**config.mk**
```make
export PLATFORM = sky130hd
export DESIGN_NAME = utf8_to_codepoint_decoder_core
export DESIGN_NICKNAME = d
export VERILOG_FILES = /design/src/hw/rtl/utd_pkg.sv /design/src/hw/rtl/utd_front.sv /design/src/hw/rtl/utd_fifo.sv /design/src/hw/rtl/utd_back.sv /design/src/hw/rtl/utf8_to_codepoint_decoder_core.sv
export SDC_FILE = /design/constraint.sdc
export NUM_CORES = 1
export LEC_CHECK = 0
export BUFFER_PORTS_ARGS = -buffer_cell sky130_fd_sc_hd__buf_2
export CAP_MARGIN = 30
export CORE_AREA = 5 5 180 95
export CTS_CLUSTER_SIZE = 10
export DETAILED_ROUTE_END_ITERATION = 12
export DIE_AREA = 0 0 185 100
export GPL_ROUTABILITY_DRIVEN = 0
export PLACE_DENSITY = 0.75
export SLEW_MARGIN = 30
export SYNTH_ARGS = -nofsm -noshare
export SYNTH_HDL_FRONTEND = slang
export SYNTH_SLANG_ARGS = --single-unit
export TNS_END_PERCENT = 10
```
**constraint.sdc**
```tcl
create_clock -name clk -period 3.1 [get_ports clk]
set_clock_uncertainty 0.2 [all_clocks]
set_input_delay 0 -clock clk [delete_from_list [all_inputs] [get_ports clk]]
set_output_delay 0 -clock clk [all_outputs]
set_load 0.01 [all_outputs]
```
**src/hw/rtl/utd_pkg.sv**
```systemverilog
`timescale 1ns / 1ps

package utd_pkg;

  localparam int BYTE_W          = 8;
  localparam int CP_W            = 21;
  localparam int STATUS_W        = 2;
  localparam int LINE_OUT_W      = 32;
  localparam int LINE_COUNT_BITS = 32;

  localparam int FIFO_DEPTH = 4;
  localparam int FIFO_AW    = $clog2(FIFO_DEPTH);

  localparam int IN_TDATA_W  = 8;
  localparam int OUT_TDATA_W = 56;

  localparam logic [CP_W-1:0] CP_LF       = CP_W'(8'h0A);
  localparam logic [CP_W-1:0] CP_CR       = CP_W'(8'h0D);
  localparam logic [CP_W-1:0] CP_QUESTION = CP_W'(8'h3F);

  typedef enum logic [STATUS_W-1:0] {
    ST_OK       = 2'd0,
    ST_STRAY    = 2'd1,
    ST_BAD_CONT = 2'd2,
    ST_TRUNC    = 2'd3
  } status_t;

  // one queue entry: an optional code point result, optionally followed by the end result
  typedef struct packed {
    logic [CP_W-1:0] cp;
    status_t         status;
    logic            has_cp;
    logic            eos;
  } utd_evt_t;

  typedef struct packed {
    logic full;
    logic empty;
  } utd_fifo_stat_t;

endpackage

```
**src/hw/rtl/utd_front.sv**
```systemverilog
`timescale 1ns / 1ps

module utd_front
  import utd_pkg::*;
(
  input  logic                  clk,
  input  logic                  rst,
  input  logic                  s_tvalid,
  output logic                  s_tready,
  input  logic [IN_TDATA_W-1:0] s_tdata,   // [7:0] data_byte
  input  logic                  s_tlast,   // end_of_input
  input  utd_fifo_stat_t        fifo_stat,
  output logic                  push,
  output utd_evt_t              push_evt
);

  logic [1:0]        bytes_pending, bytes_pending_next;
  logic [BYTE_W-1:0] lead_byte, lead_byte_next;
  logic [CP_W-1:0]   partial_value, partial_value_next;
  logic [CP_W-1:0]   shifted;
  logic [BYTE_W-1:0] b;
  logic              accept;
  logic              emit;

  assign s_tready = !fifo_stat.full;
  assign accept   = s_tvalid && s_tready;
  assign b        = s_tdata[BYTE_W-1:0];
  assign shifted  = {partial_value[CP_W-7:0], b[5:0]};
  assign push     = accept && emit;

  always_comb begin
    bytes_pending_next = bytes_pending;
    lead_byte_next     = lead_byte;
    partial_value_next = partial_value;
    emit               = 1'b0;
    push_evt           = '{cp: '0, status: ST_OK, has_cp: 1'b0, eos: 1'b0};

    if (s_tlast) begin
      emit               = 1'b1;
      push_evt.eos       = 1'b1;
      if (bytes_pending != 2'd0) begin
        push_evt.cp     = CP_W'(lead_byte);
        push_evt.status = ST_TRUNC;
        push_evt.has_cp = 1'b1;
      end
      bytes_pending_next = 2'd0;
      lead_byte_next     = '0;
      partial_value_next = '0;
    end else if (bytes_pending != 2'd0) begin
      if (b[7:6] != 2'b10) begin
        emit               = 1'b1;
        push_evt.cp        = CP_W'(lead_byte);
        push_evt.status    = ST_BAD_CONT;
        push_evt.has_cp    = 1'b1;
        bytes_pending_next = 2'd0;
        lead_byte_next     = '0;
        partial_value_next = '0;
      end else if (bytes_pending == 2'd1) begin
        emit               = 1'b1;
        push_evt.cp        = shifted;
        push_evt.has_cp    = 1'b1;
        bytes_pending_next = 2'd0;
        lead_byte_next     = '0;
        partial_value_next = '0;
      end else begin
        bytes_pending_next = bytes_pending - 2'd1;
        partial_value_next = shifted;
      end
    end else begin
      if (b inside {[8'h00:8'h7F]}) begin
        emit            = 1'b1;
        push_evt.cp     = CP_W'(b);
        push_evt.has_cp = 1'b1;
      end else if (b inside {[8'hC0:8'hDF]}) begin
        bytes_pending_next = 2'd1;
        lead_byte_next     = b;
        partial_value_next = CP_W'(b[4:0]);
      end else if (b inside {[8'hE0:8'hEF]}) begin
        bytes_pending_next = 2'd2;
        lead_byte_next     = b;
        partial_value_next = CP_W'(b[3:0]);
      end else if (b inside {[8'hF0:8'hFF]}) begin
        bytes_pending_next = 2'd3;
        lead_byte_next     = b;
        partial_value_next = CP_W'(b[2:0]);
      end else begin
        // stray continuation byte
        emit            = 1'b1;
        push_evt.cp     = CP_QUESTION;
        push_evt.status = ST_STRAY;
        push_evt.has_cp = 1'b1;
      end
    end
  end

  always_ff @(posedge clk) begin
    if (rst) begin
      bytes_pending <= 2'd0;
      lead_byte     <= '0;
      partial_value <= '0;
    end else if (accept) begin
      bytes_pending <= bytes_pending_next;
      lead_byte     <= lead_byte_next;
      partial_value <= partial_value_next;
    end
  end

endmodule

```
**src/hw/rtl/utd_fifo.sv**
```systemverilog
`timescale 1ns / 1ps

module utd_fifo
  import utd_pkg::*;
(
  input  logic           clk,
  input  logic           rst,
  input  logic           push,
  input  utd_evt_t       push_evt,
  input  logic           pop,
  output utd_evt_t       head,
  output utd_fifo_stat_t stat
);

  utd_evt_t           entries [FIFO_DEPTH];
  logic [FIFO_AW-1:0] wr_ptr;
  logic [FIFO_AW-1:0] rd_ptr;
  logic [FIFO_AW:0]   count;
  logic               do_push;
  logic               do_pop;

  assign stat.full  = (count == (FIFO_AW+1)'(FIFO_DEPTH));
  assign stat.empty = (count == '0);
  assign do_push    = push && !stat.full;
  assign do_pop     = pop && !stat.empty;
  assign head       = entries[rd_ptr];

  always_ff @(posedge clk) begin
    if (do_push) begin
      entries[wr_ptr] <= push_evt;
    end
  end

  always_ff @(posedge clk) begin
    if (rst) begin
      wr_ptr <= '0;
      rd_ptr <= '0;
      count  <= '0;
    end else begin
      if (do_push) begin
        wr_ptr <= wr_ptr + 1'b1;
      end
      if (do_pop) begin
        rd_ptr <= rd_ptr + 1'b1;
      end
      case ({do_push, do_pop})
        2'b10:   count <= count + 1'b1;
        2'b01:   count <= count - 1'b1;
        default: count <= count;
      endcase
    end
  end

endmodule

```
**src/hw/rtl/utd_back.sv**
```systemverilog
`timescale 1ns / 1ps

module utd_back
  import utd_pkg::*;
(
  input  logic                   clk,
  input  logic                   rst,
  input  utd_fifo_stat_t         fifo_stat,
  input  utd_evt_t               head,
  output logic                   pop,
  output logic                   m_tvalid,
  input  logic                   m_tready,
  output logic [OUT_TDATA_W-1:0] m_tdata,  // [20:0] code_point, [52:21] line_count, [55:53] zero
  output logic [STATUS_W-1:0]    m_tuser,  // [1:0] status
  output logic                   m_tlast   // end_of_stream
);

  logic [LINE_COUNT_BITS-1:0] line_counter, line_counter_next;
  logic                       pend_eos;
  logic [CP_W-1:0]            out_cp;
  status_t                    out_status;
  logic [LINE_OUT_W-1:0]      out_lc;
  logic                       load;
  logic                       is_newline;

  assign load       = !m_tvalid || m_tready;
  assign pop        = load && !pend_eos && !fifo_stat.empty;
  assign is_newline = (head.cp == CP_LF) || (head.cp == CP_CR);

  always_comb begin
    line_counter_next = line_counter;
    if (pop && head.has_cp && is_newline && (line_counter != '1)) begin
      line_counter_next = line_counter + 1'b1;
    end
  end

  always_ff @(posedge clk) begin
    if (rst) begin
      m_tvalid     <= 1'b0;
      m_tlast      <= 1'b0;
      pend_eos     <= 1'b0;
      line_counter <= '0;
      out_cp       <= '0;
      out_status   <= ST_OK;
      out_lc       <= '0;
    end else if (load) begin
      line_counter <= line_counter_next;
      out_lc       <= LINE_OUT_W'(line_counter_next);
      if (pend_eos) begin
        // end result after a truncated sequence
        m_tvalid   <= 1'b1;
        m_tlast    <= 1'b1;
        out_cp     <= '0;
        out_status <= ST_OK;
        pend_eos   <= 1'b0;
      end else if (pop) begin
        m_tvalid <= 1'b1;
        if (head.has_cp) begin
          m_tlast    <= 1'b0;
          out_cp     <= head.cp;
          out_status <= head.status;
          pend_eos   <= head.eos;
        end else begin
          m_tlast    <= 1'b1;
          out_cp     <= '0;
          out_status <= ST_OK;
        end
      end else begin
        m_tvalid <= 1'b0;
      end
    end
  end

  assign m_tdata = {(OUT_TDATA_W-CP_W-LINE_OUT_W)'(0), out_lc, out_cp};
  assign m_tuser = out_status;

endmodule

```
**src/hw/rtl/utf8_to_codepoint_decoder_core.sv**
```systemverilog
`timescale 1ns / 1ps

// utf-8 byte stream to code point decoder
// input stream: s_tdata[7:0] carries one raw byte per transaction; s_tlast set
// marks end of input (byte ignored) and yields a final result with m_tlast set.
// output stream: m_tdata[20:0] code point, m_tdata[52:21] running cr/lf count,
// m_tuser[1:0] status (ok, stray byte, bad continuation, truncated at end).
// a result passes from front decode into the event queue, then into the
// output register. throughput: one byte per cycle while the queue has room;
// a byte that only extends a sequence gives no result. an end marker that cuts
// a sequence gives two results, and the second holds back the queue; the
// four-entry event queue absorbs this.
// when the receiver stalls, the output register holds, the queue fills and
// s_tready drops once the queue is full; nothing is lost.
// reset (rst, synchronous, active high) clears the sequence state, the queue,
// the output register and the line counter; the block is ready the next cycle.
module utf8_to_codepoint_decoder_core
  import utd_pkg::*;
(
  input  logic                   clk,
  input  logic                   rst,
  input  logic                   s_tvalid,
  output logic                   s_tready,
  input  logic [IN_TDATA_W-1:0]  s_tdata,   // [7:0] data_byte
  input  logic                   s_tlast,   // end_of_input
  output logic                   m_tvalid,
  input  logic                   m_tready,
  output logic [OUT_TDATA_W-1:0] m_tdata,   // [20:0] code_point, [52:21] line_count, [55:53] zero
  output logic [STATUS_W-1:0]    m_tuser,   // [1:0] status
  output logic                   m_tlast    // end_of_stream
);

  utd_fifo_stat_t fifo_stat;
  utd_evt_t       push_evt;
  utd_evt_t       head;
  logic           push;
  logic           pop;

  utd_front u_front (
    .clk       (clk),
    .rst       (rst),
    .s_tvalid  (s_tvalid),
    .s_tready  (s_tready),
    .s_tdata   (s_tdata),
    .s_tlast   (s_tlast),
    .fifo_stat (fifo_stat),
    .push      (push),
    .push_evt  (push_evt)
  );

  utd_fifo u_fifo (
    .clk      (clk),
    .rst      (rst),
    .push     (push),
    .push_evt (push_evt),
    .pop      (pop),
    .head     (head),
    .stat     (fifo_stat)
  );

  utd_back u_back (
    .clk       (clk),
    .rst       (rst),
    .fifo_stat (fifo_stat),
    .head      (head),
    .pop       (pop),
    .m_tvalid  (m_tvalid),
    .m_tready  (m_tready),
    .m_tdata   (m_tdata),
    .m_tuser   (m_tuser),
    .m_tlast   (m_tlast)
  );

endmodule

```
==> results of run 1 <==
## what timing repair did
item | in CTS | in global routing
hold endpoints to repair | 26 | 45
buffers inserted | 2 | 0
pin swaps | 5 | 18
resized for setup | 14 | 13
hold buffers | 11 | 1
endpoints found under the setup margin | 29 | 27
## state kept, by name (all words and copies together), names as in the netlist, named ones only
name	flops
u_back.m_tvalid	1
u_fifo.count	3
u_front.lead_byte	8
u_fifo.entries	100
u_fifo.rd_ptr	2
u_fifo.wr_ptr	2
u_back.pend_eos	1
u_back.m_tlast	1
u_back.out_cp	21
u_front.partial_value	15
u_back.out_lc	32
u_front.bytes_pending	2
u_back.m_tuser	2
## how the worst max path moves through the flow
| stage | slack [ps] | from | end | cells past startpoint |
|---|---|---|---|---|
| 3_5_place_dp | -230 | flop | u_back.out_lc[10] | 9 |
| 5_1_grt | -180 | flop | u_back.out_lc[10] | 9 |
| 6_report | -60 | flop | u_back.out_lc[10] | 9 |
| 4_1_cts | -40 | flop | u_back.out_lc[12] | 8 |
| 2_1_floorplan | 7 | flop | u_back.out_lc[12] | 8 |
| 3_3_place_gp | -140 | flop | u_back.out_lc[6] | 9 |
## cells by family after synthesis
| logic type | share of synthesized area |
|---|---|
| compound gates | 0.0976 |
| xor+xnor | 0.0142 |
| fa+ha+maj | 0.0150 |
| buf+inv | 0.0334 |
| flops | 0.604 |
| mux | 0.0815 |
| other cells | 0.000468 |
| simple gates | 0.153 |
## worst min-delay path, stage by stage
cell and delay [ps]:
dlygate4sd3_1 530, buf_2 150, nand3_1 70, a21oi_1 60
## cell type report
cell class,count,area share
sequential,192,0.504
clock inverter,10,0.00742
timing repair buffer,128,0.0937
clock buffer,22,0.0517
tap,204,0.0266
inverter,15,0.00586
multi-input combinational,420,0.310
## power by group
group | switching [W] | total, W | leakage (nW) | internal, W
clock | 0.000949 | 0.00210 | 0.286 | 0.00115
sequential | 0.000138 | 0.00310 | 1.70 | 0.00296
combinational | 0.00104 | 0.00194 | 1.54 | 0.000893
total | 0.00213 | 0.00713 | 3.53 | 0.00500
## stage by stage
step / setup TNS (ps) / utilization / hold WS (ps) / power [W]
after floorplan: 0 / - / -101 / 0.00429
after global placement: -1640 / 0.580 / 95.9 / 0.00491
after detailed placement: -3150 / 0.580 / 111 / 0.00499
after CTS: -82.2 / 0.627 / 15.5 / 0.00715
after global routing: -1310 / 0.632 / 221 / 0.00746
final: -111 / 0.632 / 213 / 0.00713
## placed cells by master, fill, tap and decap left out, types with 6 or more instances in the layout
cell / n
edfxtp_1: 100
dfxtp_1: 91
nor2_1: 76
buf_2: 69
buf_4: 40
nand2_1: 39
a21oi_1: 38
a22oi_1: 37
o21ai_0: 27
mux4_2: 24
and2_1: 22
nand3_1: 20
or3_1: 19
clkbuf_16: 19
inv_1: 15
dlygate4sd3_1: 12
nor3_1: 9
and4_1: 9
xnor2_1: 9
ha_1: 8
and3_1: 7
or4_1: 6
a21oi_2: 6
buf_12: 6
## routing by layer
metal	GRT usage	vias to the layer above
met5	0	-
met4	0.0361	0
met3	0.0536	14
met2	0.319	203
met1	0.288	2890
li1	-	2674
==> metrics.txt, run 1 <==
top post-synthesis cells by area=edfxtp_1 (37%), dfxtp_1 (23%), mux4_2 (5.3%); Final Setup Violations=3; GR Util All Layers=0.202; post-detailed-route wirelength per cell=18.6 µm; Final Hold Fails=0; Crit Reg-Reg Endpoint=u_back.out_lc[10]; ys async rst share=0; leading area contributor after synthesis=edfxtp_1; Rows=32; failing checks=negative setup slack; final net count=796; WL met1=8400 µm; Starting Density=0.527; Max Used Layer=met4; top_reg_cell synth=edfxtp_1; RSZ-0062 raised after global routing=true; P&R area growth vs syn=19.9%; cell mode on critical path=buf_12; area of the multi-input gates=0.00298 mm²; Slew Limit Fails=0; first-pass GRT wire length=29400 µm; layout cells sized above 1=0.252; crit path capture type=flop; met2 wire len=8560 µm; final worst slack=-60.6 ps; sequential cell area fraction in the yosys report=0.604; Die Wd=185 µm; crit path max fanout=13; Peak VDD IR=0.458 mV; Reg2Reg Depth=9; Distinct cells, synth=58; Clock transition at path regs=70 ps; CP Cell Sequence=buf_12, mux4_2, or4_4, a2111oi_4, and3_4, nand2_4, buf_12, or3_1, a21oi_2; placed insts=945; pre-CTS WS=-230 ps; largest net degree at the start of global routing=53; IO buf count=70; post-layout minimum cycle time=3160 ps; Hold EP=u_front.lead_byte[0]; Storage cell area=0.00485 mm²; total grt overflow=0; syn_area_per_cell=12.0 µm²; cell area power density=742 mW/mm²; post-route cell area=0.00961 mm²; Cell Area, Synth=0.00802 mm²; Max-slew headroom=0.490; TritonCTS clock tree=yes; Cells after Synth=668; Top Ports=74; Worst path top cell family by delay=simple AND/OR/NAND/NOR gates; worst hold start=s_tdata[0]; P_leak=3.53 nW; status=complete, but fails checks; worst slew pin tran=757 ps; fmax=316 MHz; Area after DPL=0.00882 mm²; CP max-delay cell=or4_4; n_diodes=0; initial antenna violation count=0; share of Yosys cell area claimed by the top area cell type=0.375; register-to-register setup slack=-60 ps; clock sinks=192; DR WL met3=1310 µm; Via Count=5781; initial DRC count=567; EDFF count, synth=100; hold crit path type=in2reg; worst endpoint required time=3260 ps; hold path cells=4; number of global-route vias before repair=5469; Finished Layout Cells=991; fillers=1146; Post-DRT Antenna Nets=0; H-tree Lvls=4; DIE AREA=0.0185 mm²; drt total wl=18400 µm; crit path buf inv count=2; MaxCap Viol Count=0; most instantiated cells after synthesis=edfxtp_1 (100), dfxtp_1 (92), nor2_1 (77); dpl hpwl=11700 µm; clock buffer count from CTS=17; # DRC=0; FF+latch count, synth=192; WS Path Type=reg2reg; CP Launch Type=flop; Worst EP arrival=3320 ps; Warnings, synthesis=0; clk root buf=clkbuf_16; fin crit share=1.02; Vias/cell=5.83; CP peak stage delay=570 ps; CTS Buffer Depth=2; area of the core=0.0152 mm²; die height=100 µm; drt pass-1 iters=5; count leader, synth=edfxtp_1; clock latency on the worst-skew pair=430 ps
Power figures use the tool's default switching activity.
==> run 2: changes to the inputs <==
--- a/config.mk
+++ b/config.mk
@@ -7,10 +7,10 @@
 export LEC_CHECK = 0
 export BUFFER_PORTS_ARGS = -buffer_cell sky130_fd_sc_hd__buf_2
 export CAP_MARGIN = 30
-export CORE_AREA = 5 5 180 95
+export CORE_AREA = 2 2 177 92
 export CTS_CLUSTER_SIZE = 10
 export DETAILED_ROUTE_END_ITERATION = 12
-export DIE_AREA = 0 0 185 100
+export DIE_AREA = 0 0 179 94
 export GPL_ROUTABILITY_DRIVEN = 0
 export PLACE_DENSITY = 0.75
 export SLEW_MARGIN = 30
==> run 2 against run 1 <==
- the run still ends with negative setup slack left
- clock power up 8%
- register-to-register slack got worse by 90 ps
- sequential cell count did not move
- non-clock buffer count increased by 3
- critical endpoint is now u_back.out_lc[12]
==> metrics.txt, run 2 (synthesis results as in run 1) <==
Top Ports=74; MaxCap Viol Count=0; number of global-route vias before repair=5392; clock sinks=192; status=complete, but fails checks; Final Hold Fails=0; initial DRC count=527; fmax=307 MHz; drt total wl=18500 µm; CTS Buffer Depth=2; fin crit share=1.05; most frequent cells in the layout=edfxtp_1 (100), dfxtp_1 (91), nor2_1 (75); Worst EP arrival=3380 ps; Starting Density=0.528; hold path cells=4; worst hold start=s_tdata[0]; final worst slack=-153 ps; register-to-register setup slack=-150 ps; worst endpoint required time=3220 ps; final net count=799; layout cells sized above 1=0.261; clock buffer count from CTS=17; cell area power density=757 mW/mm²; worst slew pin tran=1040 ps; failing checks=negative setup slack; Crit Reg-Reg Endpoint=u_back.out_lc[12]; GR Util All Layers=0.231; clock latency on the worst-skew pair=440 ps; worst hold slack=202 ps; first-pass GRT wire length=28900 µm; Pwr Total=0.00737 W; die height=94 µm; max reg flops=100; IO buf count=70; drt pass-1 iters=5; dpl hpwl=11600 µm; TritonCTS clock tree=yes; Final Setup Violations=24; Max-slew headroom=0.307; largest net degree at the start of global routing=50; initial antenna violation count=0; area of the core=0.0152 mm²; crit path capture type=flop; Rows=32; hold crit path type=in2reg; Post-DRT Antenna Nets=0; RSZ-0062 raised after global routing=true; WS Path Type=reg2reg; Die Wd=179 µm; Via Count=5777; Reg2Reg Depth=8; post-layout minimum cycle time=3250 ps; P&R area growth vs syn=21.4%; P_leak=3.58 nW; H-tree Lvls=4; crit path max fanout=6; post-detailed-route wirelength per cell=18.6 µm; Vias/cell=5.81; Largest regs=u_fifo.entries: 100 flops, u_back.out_lc: 32 flops, u_back.out_cp: 21 flops; Reg with most FFs=u_fifo.entries; n_diodes=0; CP Launch Type=flop; clk root buf=clkbuf_16; Clock transition at path regs=80 ps; most common cell after layout, fill and taps aside=edfxtp_1; Peak VDD IR=0.474 mV; Slew Limit Fails=0; # DRC=0; DIE AREA=0.0168 mm²; total grt overflow=0; Hold EP=u_front.partial_value[0]; fillers=1113
==> run 2: area by class of cell <==
class,count,area (µm²),share of cell area
multi-input combinational,420,3020,0.310
timing repair buffer,131,941,0.0967
clock inverter,14,164,0.0168
tap,204,255,0.0262
inverter,15,56.3,0.00579
clock buffer,18,450,0.0463
sequential,192,4850,0.498
==> run 2: worst max path at each step <==
stage / startpoint / to / slack, ps
detailed placement: flop / u_back.out_lc[8] / -150
finish: flop / u_back.out_lc[12] / -150
global placement: flop / u_back.out_lc[29] / -90
global route: flop / u_back.out_lc[12] / -240
CTS: flop / u_back.out_lc[12] / -120
floorplan: flop / u_back.out_lc[12] / 7
==> run 2: timing repair <==
item	CTS	global route
gates resized for setup	11	17
endpoints found under the hold margin	39	0
setup endpoints to repair	25	30
gates cloned	1	0
hold buffers	13	0
pin swaps	7	8
buffers inserted	1	1
==> run 2: worst max-delay path, stage by stage (launching register included) <==
cell and delay (ps):
dfxtp_4 370, bufbuf_16 260, mux4_2 510, or4_4 440, a2111oi_4 360, and3_4 280, nand3_2 90, or3_4 340
mux2_4 300
==> run 2: metal layers <==
metal,vias to the layer above,GRT usage,wire [µm]
li1,2699,-,-
met1,2820,0.315,8060
met2,234,0.367,8690
met3,24,0.0574,1470
met4,0,0.0711,289
met5,-,0,0
==> run 2: where the power goes <==
group | switching, W | total, W | internal (W)
sequential | 0.000137 | 0.00309 | 0.00296
combinational | 0.00105 | 0.00201 | 0.000964
clock | 0.00106 | 0.00227 | 0.00121
total | 0.00224 | 0.00737 | 0.00513
==> run 2: through the flow <==
stage	util	cells	cell area (µm²)	setup slack, ps	TNS, ps
after floorplan	-	670	8020	7.25	0
after global placement	0.582	946	8830	-92.7	-524
after detailed placement	0.582	946	8830	-155	-2350
after CTS	0.636	993	9660	-118	-1280
after global routing	0.641	994	9730	-242	-4610
final	0.641	994	9730	-153	-1810
